File: config.mk
export PLATFORM = sky130hd
export DESIGN_NAME = fpmm_ctrl
export DESIGN_NICKNAME = d
export VERILOG_FILES = /design/src/rtl/fpmm_pkg.sv /design/src/rtl/fpmm_ctrl.sv
export SDC_FILE = /design/constraint.sdc
export NUM_CORES = 1
export LEC_CHECK = 0
export BUFFER_PORTS_ARGS = -buffer_cell sky130_fd_sc_hd__buf_4
export CAP_MARGIN = 25
export CORE_UTILIZATION = 55
export CTS_BUF_LIST = sky130_fd_sc_hd__clkbuf_2 sky130_fd_sc_hd__clkbuf_4 sky130_fd_sc_hd__clkbuf_8
export DETAILED_ROUTE_END_ITERATION = 8
export PLACE_DENSITY = 0.75
export SKIP_LAST_GASP = 1
export SYNTH_ARGS = -nofsm -noshare
export SYNTH_HDL_FRONTEND = slang
export SYNTH_SLANG_ARGS = --single-unit
File: constraint.sdc
create_clock -name clk -period 25.4 [get_ports clk]
set_input_delay 2.54 -clock clk [delete_from_list [all_inputs] [get_ports clk]]
set_output_delay 2.54 -clock clk [all_outputs]
set_load 0.01 [all_outputs]
File: src/rtl/fpmm_pkg.sv
// ---------------------------------------------------------------------------
// fpmm_pkg: shared types and constants of the fixed-point matrix multiplier
// Field widths, register indexes, controller states and the command types
// that pass between the controller and the datapath.
// ---------------------------------------------------------------------------
`default_nettype none

package fpmm_pkg;

	localparam int ELEM_W     = 32;	// element and result field width
	localparam int DIM_REG_W  = 4;	// dimension register width
	localparam int FRAC_W     = 5;	// fraction_bits register width
	localparam int CFG_IDX_W  = 3;
	localparam int CFG_DATA_W = 5;	// widest register

	typedef enum logic [CFG_IDX_W-1:0] {
		REG_LEFT_ROWS       = 3'd0,
		REG_INNER_SIZE      = 3'd1,
		REG_RIGHT_COLS      = 3'd2,
		REG_ACCUMULATE_MODE = 3'd3,
		REG_FRACTION_BITS   = 3'd4
	} cfg_reg_t;

	localparam logic [DIM_REG_W-1:0] LEFT_ROWS_RST  = 4'd8;
	localparam logic [DIM_REG_W-1:0] INNER_SIZE_RST = 4'd8;
	localparam logic [DIM_REG_W-1:0] RIGHT_COLS_RST = 4'd8;
	localparam logic                 ACC_MODE_RST   = 1'b0;
	localparam logic [FRAC_W-1:0]    FRAC_BITS_RST  = 5'd16;

	typedef enum logic [1:0] {
		ST_LOAD,
		ST_COMPUTE,
		ST_DRAIN
	} fpmm_state_t;

	// Which store takes the element being loaded.
	typedef enum logic [1:0] {
		WR_NONE,
		WR_LEFT,
		WR_RIGHT,
		WR_ADDEND
	} wr_sel_t;

	// Tags of one multiply-accumulate term as it travels down the pipeline.
	typedef struct packed {
		logic valid;
		logic first;		// first term of a result element
		logic last_term;	// last term: the sum is complete
		logic last_result;	// last term of the last result element
	} issue_t;

endpackage

`default_nettype wire

File: src/rtl/fpmm_ctrl.sv
// ---------------------------------------------------------------------------
// fpmm_ctrl: load and compute sequencer of the matrix multiplier
// Counts elements into the three stores, then walks the result elements and
// their inner terms, issuing one multiply-accumulate per cycle.
// ---------------------------------------------------------------------------
`default_nettype none

module fpmm_ctrl #(
	parameter int MAX_DIM = 8,
	localparam int DEPTH  = MAX_DIM * MAX_DIM,
	localparam int ADDR_W = (DEPTH > 1) ? $clog2(DEPTH) : 1
) (
	input  logic                             clk,
	input  logic                             arst_n,
	input  logic                             start,
	input  logic                             cfg_restart,
	input  logic [fpmm_pkg::DIM_REG_W-1:0]   left_rows,
	input  logic [fpmm_pkg::DIM_REG_W-1:0]   inner_size,
	input  logic [fpmm_pkg::DIM_REG_W-1:0]   right_cols,
	input  logic                             accumulate_mode,
	input  logic                             pipe_busy,
	output logic                             busy,
	output fpmm_pkg::wr_sel_t                wr_sel,
	output logic [ADDR_W-1:0]                wr_addr,
	output logic [ADDR_W-1:0]                rd_left_addr,
	output logic [ADDR_W-1:0]                rd_right_addr,
	output logic [ADDR_W-1:0]                rd_addend_addr,
	output fpmm_pkg::issue_t                 issue
);

	import fpmm_pkg::*;

	localparam int DIM_W = $clog2(MAX_DIM + 1);
	localparam int CNT_W = $clog2(3 * DEPTH + 1);

	function automatic logic [DIM_W-1:0] clamp_dim(input logic [DIM_REG_W-1:0] d);
		logic [DIM_W-1:0] r;
		if (d == '0) begin
			r = DIM_W'(1);
		end else if (d > DIM_REG_W'(MAX_DIM)) begin
			r = DIM_W'(MAX_DIM);
		end else begin
			r = DIM_W'(d);
		end
		return r;
	endfunction

	fpmm_state_t state_q, state_d;

	logic [DIM_W-1:0]  dim_r, dim_k, dim_c;
	logic [CNT_W-1:0]  n_left, n_lr, n_add, total;
	logic [CNT_W-1:0]  load_cnt_q, pos_off;
	logic              load_acc, load_last;

	logic [DIM_W-1:0]  row_q, col_q, inner_q;
	logic [ADDR_W-1:0] left_base_q, right_ptr_q, elem_q;
	logic              row_end, col_end;

	assign dim_r = clamp_dim(left_rows);
	assign dim_k = clamp_dim(inner_size);
	assign dim_c = clamp_dim(right_cols);

	assign n_left = CNT_W'(dim_r) * CNT_W'(dim_k);
	assign n_lr   = n_left + CNT_W'(dim_k) * CNT_W'(dim_c);
	assign n_add  = accumulate_mode ? CNT_W'(dim_r) * CNT_W'(dim_c) : '0;
	assign total  = n_lr + n_add;

	assign load_acc  = start && (state_q == ST_LOAD);
	assign load_last = (load_cnt_q + CNT_W'(1)) == total;

	// Store selection for the element at the current load position.
	always_comb begin
		if (!load_acc) begin
			wr_sel  = WR_NONE;
			pos_off = load_cnt_q;
		end else if (load_cnt_q < n_left) begin
			wr_sel  = WR_LEFT;
			pos_off = load_cnt_q;
		end else if (load_cnt_q < n_lr) begin
			wr_sel  = WR_RIGHT;
			pos_off = load_cnt_q - n_left;
		end else begin
			wr_sel  = WR_ADDEND;
			pos_off = load_cnt_q - n_lr;
		end
	end
	assign wr_addr = pos_off[ADDR_W-1:0];

	assign row_end = (row_q == dim_r - DIM_W'(1));
	assign col_end = (col_q == dim_c - DIM_W'(1));

	assign issue.valid       = (state_q == ST_COMPUTE);
	assign issue.first       = (inner_q == '0);
	assign issue.last_term   = (inner_q == dim_k - DIM_W'(1));
	assign issue.last_result = issue.last_term && row_end && col_end;

	assign rd_left_addr   = left_base_q + ADDR_W'(inner_q);
	assign rd_right_addr  = right_ptr_q;
	assign rd_addend_addr = elem_q;

	assign busy = (state_q != ST_LOAD);

	always_ff @(posedge clk or negedge arst_n) begin
		if (!arst_n) begin
			state_q <= ST_LOAD;
		end else begin
			state_q <= state_d;
		end
	end

	always_comb begin
		state_d = state_q;
		unique case (state_q)
			ST_LOAD: begin
				if (load_acc && load_last) begin
					state_d = ST_COMPUTE;
				end
			end
			ST_COMPUTE: begin
				if (issue.last_result) begin
					state_d = ST_DRAIN;
				end
			end
			ST_DRAIN: begin
				if (!pipe_busy) begin
					state_d = ST_LOAD;
				end
			end
			default: begin
				state_d = ST_LOAD;
			end
		endcase
	end

	always_ff @(posedge clk or negedge arst_n) begin
		if (!arst_n) begin
			load_cnt_q <= '0;
		end else if (cfg_restart || (load_acc && load_last)) begin
			load_cnt_q <= '0;
		end else if (load_acc) begin
			load_cnt_q <= load_cnt_q + CNT_W'(1);
		end
	end

	// Walk of the result elements and their inner terms.
	always_ff @(posedge clk or negedge arst_n) begin
		if (!arst_n) begin
			row_q       <= '0;
			col_q       <= '0;
			inner_q     <= '0;
			left_base_q <= '0;
			right_ptr_q <= '0;
			elem_q      <= '0;
		end else if (state_q == ST_LOAD) begin
			row_q       <= '0;
			col_q       <= '0;
			inner_q     <= '0;
			left_base_q <= '0;
			right_ptr_q <= '0;
			elem_q      <= '0;
		end else if (state_q == ST_COMPUTE) begin
			if (issue.last_term) begin
				inner_q <= '0;
				elem_q  <= elem_q + ADDR_W'(1);
				if (col_end) begin
					col_q       <= '0;
					row_q       <= row_q + DIM_W'(1);
					left_base_q <= left_base_q + ADDR_W'(dim_k);
					right_ptr_q <= '0;
				end else begin
					col_q       <= col_q + DIM_W'(1);
					right_ptr_q <= ADDR_W'(col_q + DIM_W'(1));
				end
			end else begin
				inner_q     <= inner_q + DIM_W'(1);
				right_ptr_q <= right_ptr_q + ADDR_W'(dim_c);
			end
		end
	end

	a_load_in_range: assert property (@(posedge clk) disable iff (!arst_n)
		state_q == ST_LOAD |-> load_cnt_q < total)
		else $error("load count has run past the matrix sizes");

	a_drain_after_final: assert property (@(posedge clk) disable iff (!arst_n)
		$rose(state_q == ST_DRAIN) |-> $past(issue.last_result))
		else $error("drain entered before the final term was issued");

	a_left_addr_range: assert property (@(posedge clk) disable iff (!arst_n)
		issue.valid |-> CNT_W'(rd_left_addr) < n_left)
		else $error("left store read outside the loaded matrix");

	a_no_write_busy: assert property (@(posedge clk) disable iff (!arst_n)
		busy |-> wr_sel == WR_NONE)
		else $error("store written while computing");

endmodule

`default_nettype wire

# Yosys cells after proc, flatten, opt, wreduce, memory -nomap -nowiden
# Index checks and enable logic that the tools add are counted.
# classes
eq_ne	9
n_mul	3
muxes	41
n_lt_le_gt_ge	5
n_reduce_logical	18
addsub	16
# op_table
cell	n
6-bit 2-to-1 mux	13
4-bit 2-to-1 mux	17
4-bit by 4-bit multiplier with 8-bit output	3
8-bit 2-to-1 mux	3
6-bit by 4-bit adder with 6-bit output	3
8-bit adder	2
4-bit zero test	4
8-bit < comparator	2
4-bit by 1-bit adder with 4-bit output, second input constant	3
4-bit == test	3
4-bit greater-than comparator, second input constant	3
4-bit by 1-bit subtractor with 4-bit output, second input constant	3
6-bit subtractor	2
2-bit 2-to-1 mux	5
2-bit nonzero test	5
8-bit by 1-bit adder with 8-bit output, second input constant	1
8-bit == test	1
6-bit by 1-bit adder with 6-bit output, second input constant	1
2-bit case mux with 3 select lines	1
3-bit AND reduction	2
4-bit by 1-bit adder with 5-bit output, second input constant	1
5-bit 2-to-1 mux	1
1-bit logical AND	4
2-bit != test, second input constant	2
7 further kinds	7
# word_totals
in_bits	18
ff_bits	40

# Longest topological paths before layout
# logic_depth
word_depth	10
depth_mapped	35
ltp_nobuf	35

# Worst setup path before layout
# Ideal clock, no wire load.
# synth_path
kind	input-to-output
startpoint	input port left_rows[3] in the netlist's numbering
endpoint	output port wr_addr[5]
path_buffers	2
path_slack_ns	13.220
t_arrival_ns	9.640
stages	33
cell_sequence	clkbuf_1 -> nand2b_1 -> clkbuf_1 -> or2_2 -> fa_1 -> inv_1 -> fa_1 -> fa_1 -> inv_1 -> fa_1 -> inv_1 -> ha_1 -> nor2b_1 -> o31a_1 -> or4_1 -> and3_1 -> xnor2_1 -> ha_1 -> a2111oi_0 -> nor2b_1 -> o21ai_0 -> nand2_1 -> nor2_1 -> a21o_1 -> inv_1 -> ha_1 -> nor2b_1 -> o21ai_0 -> a21boi_0 -> o21ai_0 -> a211oi_1 -> nor3b_1 -> xor2_1
# synth_between
elab_chain_cells	9
word_cells_on_any_way	13
# synth_rtl
element	line_no	rtl
from (decl)	fpmm_ctrl.sv:17	input logic [fpmm_pkg::DIM_REG_W-1:0] left_rows,
4-bit greater-than comparator	fpmm_ctrl.sv:40	end else if (d > DIM_REG_W'(MAX_DIM)) begin
4-bit 2-to-1 mux	fpmm_ctrl.sv:40	
4-bit 2-to-1 mux (*)	fpmm_ctrl.sv:38	if (d == '0) begin
4-bit by 4-bit multiplier with 8-bit output (*)	fpmm_ctrl.sv:63	assign n_left = CNT_W'(dim_r) * CNT_W'(dim_k);
8-bit adder	fpmm_ctrl.sv:64	assign n_lr = n_left + CNT_W'(dim_k) * CNT_W'(dim_c);
8-bit < comparator or 6-bit subtractor (tied branches)	fpmm_ctrl.sv:79, fpmm_ctrl.sv:84	
6-bit 2-to-1 mux	fpmm_ctrl.sv:79	end else if (load_cnt_q < n_lr) begin
6-bit 2-to-1 mux (*)	fpmm_ctrl.sv:76	end else if (load_cnt_q < n_left) begin
6-bit 2-to-1 mux (*)	fpmm_ctrl.sv:73	if (!load_acc) begin
to (decl)	fpmm_ctrl.sv:24	output logic [ADDR_W-1:0] wr_addr,
# Every way passes the cells marked *; elsewhere a longest branch is shown, timed or not.

# Worst setup path in the final report
# layout_path
startpoint	input port left_rows[1] in the netlist's numbering
endpoint	output port wr_addr[5]
# Same word-level chain as after synthesis.

==> flow_metrics.tcl <==
set metrics [dict create \
    wl_met1_um 5920 \
    hold_violations 0 \
    drt_wl_total_um 13000 \
    tritoncts_num_sinks 40 \
    critical_path_s_top_delay_family "adder cells" \
    pwr-share-comb_pct 57.0 \
    floorplan.initialDensity_pct 57.4 \
    die_height_um 101 \
    min_to "rd_right_addr[0]$_DFFE_PN0N_" \
    wire_length_of_the_first_global_routing_pass_um 21200 \
    hold_start "rd_right_addr[0]$_DFFE_PN0N_" \
    ys_seq_elements 40 \
    antenna_diode_count 0 \
    yosysTopAreaCell "sky130_fd_sc_hd__ha_1" \
    r2r_slack_ps 22590 \
    finalPower_uw 372 \
    share_seq_of_total_power_pct 28.4 \
    swShare_pct 43.4 \
    total_cts_buffers 5 \
    routed_via_count 4556 \
    finClkSkew_ps 10.6 \
    clockBufferDepth 2 \
    synth-edff-count 0 \
    max_stage_delay_ps 680 \
    final_period_minus_worst_setup_slack_ps 13110 \
    worst_path_max_delay_cell "sky130_fd_sc_hd__o21bai_1" \
    met3_wl_um 542 \
    total_grt_overflow 0 \
    design.portCount 49 \
    antenna_violating_nets_post_route 0 \
    synth_nets 768 \
    die_area_mm2 0.0102 \
    p_per_area_mw_per_mm2 62.6 \
    timing.final.ws_setup_ps 12290 \
    synth_cells 642 \
    path_max_fanout 10 \
    hpwlAfterDp_um 10700 \
    floorplan.die.width_um 101 \
    r2r-end "load_cnt_q[7]$_DFFE_PN0P_" \
    rows 35 \
    detailed_routing_iteration_count_for_the_pre_antenna_repair_pass 5 \
    total_leakage_power_nw 3.00 \
    synthesis.area_per_instance_um2 8.38 \
    setup_repair_after_global_routing_missed_its_margin "no" \
    power_report.internal_total_uw 211 \
    netlist.area_leader.share_pct 20.0 \
    layout.cells.most_common "sky130_fd_sc_hd__ha_1" \
    flow.area_growth_from_synthesis_pct 10.5 \
    critical_path_class "in2out" \
    worstHoldPathCells 2 \
    ir_drop_mv 0.0553 \
    gp_routability_congestion 0.968 \
    total_switching_power_uw 161 \
    cts_hold_buf 0 \
    final.period_utilization_pct 51.6 \
    clock_insertion_delay_worst_skew_ps 300 \
    synth_top_cells_by_area "sky130_fd_sc_hd__ha_1 (20%), sky130_fd_sc_hd__dfrtp_1 (19%), sky130_fd_sc_hd__fa_1 (8.2%)" \
    worstPathRequired_ps 22860 \
    hold_path_class "reg2reg" \
    yosys_most_used_dff "sky130_fd_sc_hd__dfrtp_1" \
    clk_root_buffer_cell "sky130_fd_sc_hd__clkbuf_8" \
    cts.repair_timing.setup_buffer_count 0 \
    timing.max_slew.rel_slack_pct 38.1 \
    max_slew.worst_pin.slew_ps 929 \
    place.port_buffers 48 \
    outcome "finished, final reports clean" \
    first_global_vias 4536 \
    htree_levels 2 \
    layout.cells.most_common_list "sky130_fd_sc_hd__ha_1 (86), sky130_fd_sc_hd__inv_1 (76), sky130_fd_sc_hd__nor2_1 (70), sky130_fd_sc_hd__buf_4 (50), sky130_fd_sc_hd__xnor2_1 (47)" \
    topmost_layer_with_routed_signal_wires "met4" \
    clkSlewWorstSetupHoldPaths_ps 80 \
    cp_data_arrival_time_ps 10570 \
    clock_power_share_pct 14.6 \
    setup-tns-final_ps 0 \
    ys_seq_area_share_pct 18.6 \
    synth_async_sr_flop_share_pct 100 \
    cts_tree "built" \
    drive_gt1_share_pct 11.0 \
    design.core.area_mm2 0.00937 \
    worstRegToRegCells 6 \
    synth_area_mm2 0.00538 \
    met2_length_um 6330 \
    setup_violations 0 \
    synth-warning-count 0 \
    drv.max_cap_violation_count 0 \
    antenna_found_initial 0 \
    grt_util_all_layers_pct 26.6 \
    timing.fmax_ghz 0.0763 \
    critical_path.startpoint_type "input pin" \
    dpl_worst_slack_ps 12360 \
    worstPathBufferInverterCount 6 \
    avgRoutedWirePerCell_um 16.1 \
    number_of_slew_limit_violations_in_the_final_report 0 \
    dr.first_iter.drc_count 210 \
    viasPerCell 5.62 \
    post_cts_resized 0 \
    ys_types 60 \
    setup.worst_path.end_class "primary output" \
    largest_net_degree_at_the_start_of_global_routing 41 \
    fillers 824 \
    nets 806 \
    startpoint_of_the_most_critical_register_to_register_path "state_q[1]$_DFFE_PN0P_" \
    drt_drc_violations_left 0 \
]
## worst max-delay path by stage
stage,end,start,depth (start not counted)
CTS,wr_addr[5],left_rows[1],35
finish,wr_addr[5],left_rows[1],33
detailed placement,wr_addr[5],left_rows[1],35
floorplan,wr_addr[5],left_rows[3],33
global placement,wr_addr[5],left_rows[0],34
global route,wr_addr[5],left_rows[1],37
## layer usage
layer	GRT usage (%)	up-vias
met1	36.0	2193
met3	1.46	19
met5	0	-
met4	7.36	0
met2	46.4	110
li1	-	2234
## power by group through the flow
| stage | clock (mW) | sequential (mW) | combinational, mW |
|---|---|---|---|
| floorplan | 0 | 0.102 | 0.146 |
| global placement | 0 | 0.105 | 0.202 |
| detailed placement | 0 | 0.106 | 0.210 |
| CTS | 0.0556 | 0.105 | 0.212 |
| global route | 0.0580 | 0.109 | 0.236 |
| finish | 0.0542 | 0.106 | 0.212 |
## metrics by stage
stage / hold slack (ps) / util, % / instance area (um2) / instances
5_1_grt: 577 / 63.4 / 5940 / 810
2_1_floorplan: 497 / - / 5380 / 642
6_report: 545 / 63.4 / 5940 / 810
3_3_place_gp: 503 / 62.2 / 5830 / 802
3_5_place_dp: 519 / 62.2 / 5830 / 802
4_1_cts: 541 / 63.4 / 5940 / 810
## sequential cells by signal, summed over array words and instances (netlist names)
register and count:
row_q 4, rd_addend_addr 6, state_q 2, load_cnt_q 8, inner_q 4, left_base_q 6, rd_right_addr 6, col_q 4
## Yosys cell counts (13+ instances only)
master and instances:
sky130_fd_sc_hd__nor2_1 70, sky130_fd_sc_hd__xor2_1 22, sky130_fd_sc_hd__xnor2_1 47, sky130_fd_sc_hd__a21oi_1 25, sky130_fd_sc_hd__ha_1 86, sky130_fd_sc_hd__inv_1 76, sky130_fd_sc_hd__dfrtp_1 40, sky130_fd_sc_hd__o21ai_0 35
sky130_fd_sc_hd__nor3_1 13, sky130_fd_sc_hd__nand2_1 46, sky130_fd_sc_hd__fa_1 22
## worst reg2reg max path, stage by stage, from the launching register on
cell and delay, ps:
sky130_fd_sc_hd__dfrtp_1 730, sky130_fd_sc_hd__nor2_1 300, sky130_fd_sc_hd__nand2_1 270, sky130_fd_sc_hd__nor4_1 500
sky130_fd_sc_hd__nand3_1 220, sky130_fd_sc_hd__nor4_4 520, sky130_fd_sc_hd__nor3_1 120
## kinds of logic after synthesis
family,count (synthesis),share of synthesized area [%]
AOI/OAI and AO/OA,122,15.1
xor gates and xnor gates,72,12.4
adders and majority gates,108,28.2
buffers and inverters,98,7.16
DFF,40,18.6
muxes,4,0.767
and+or+nand+nor,198,17.9
## cell type report
type	count	area, um2	area share [%]
multi-input combinational	504	4000	67.2
sequential	40	1000	16.8
timing repair buffer	50	375	6.31
inverter	79	297	4.99
tap	129	161	2.72
clock buffer	5	68.8	1.16
clock inverter	3	46.3	0.779
No activity file was read; power rests on OpenSTA's default activity.
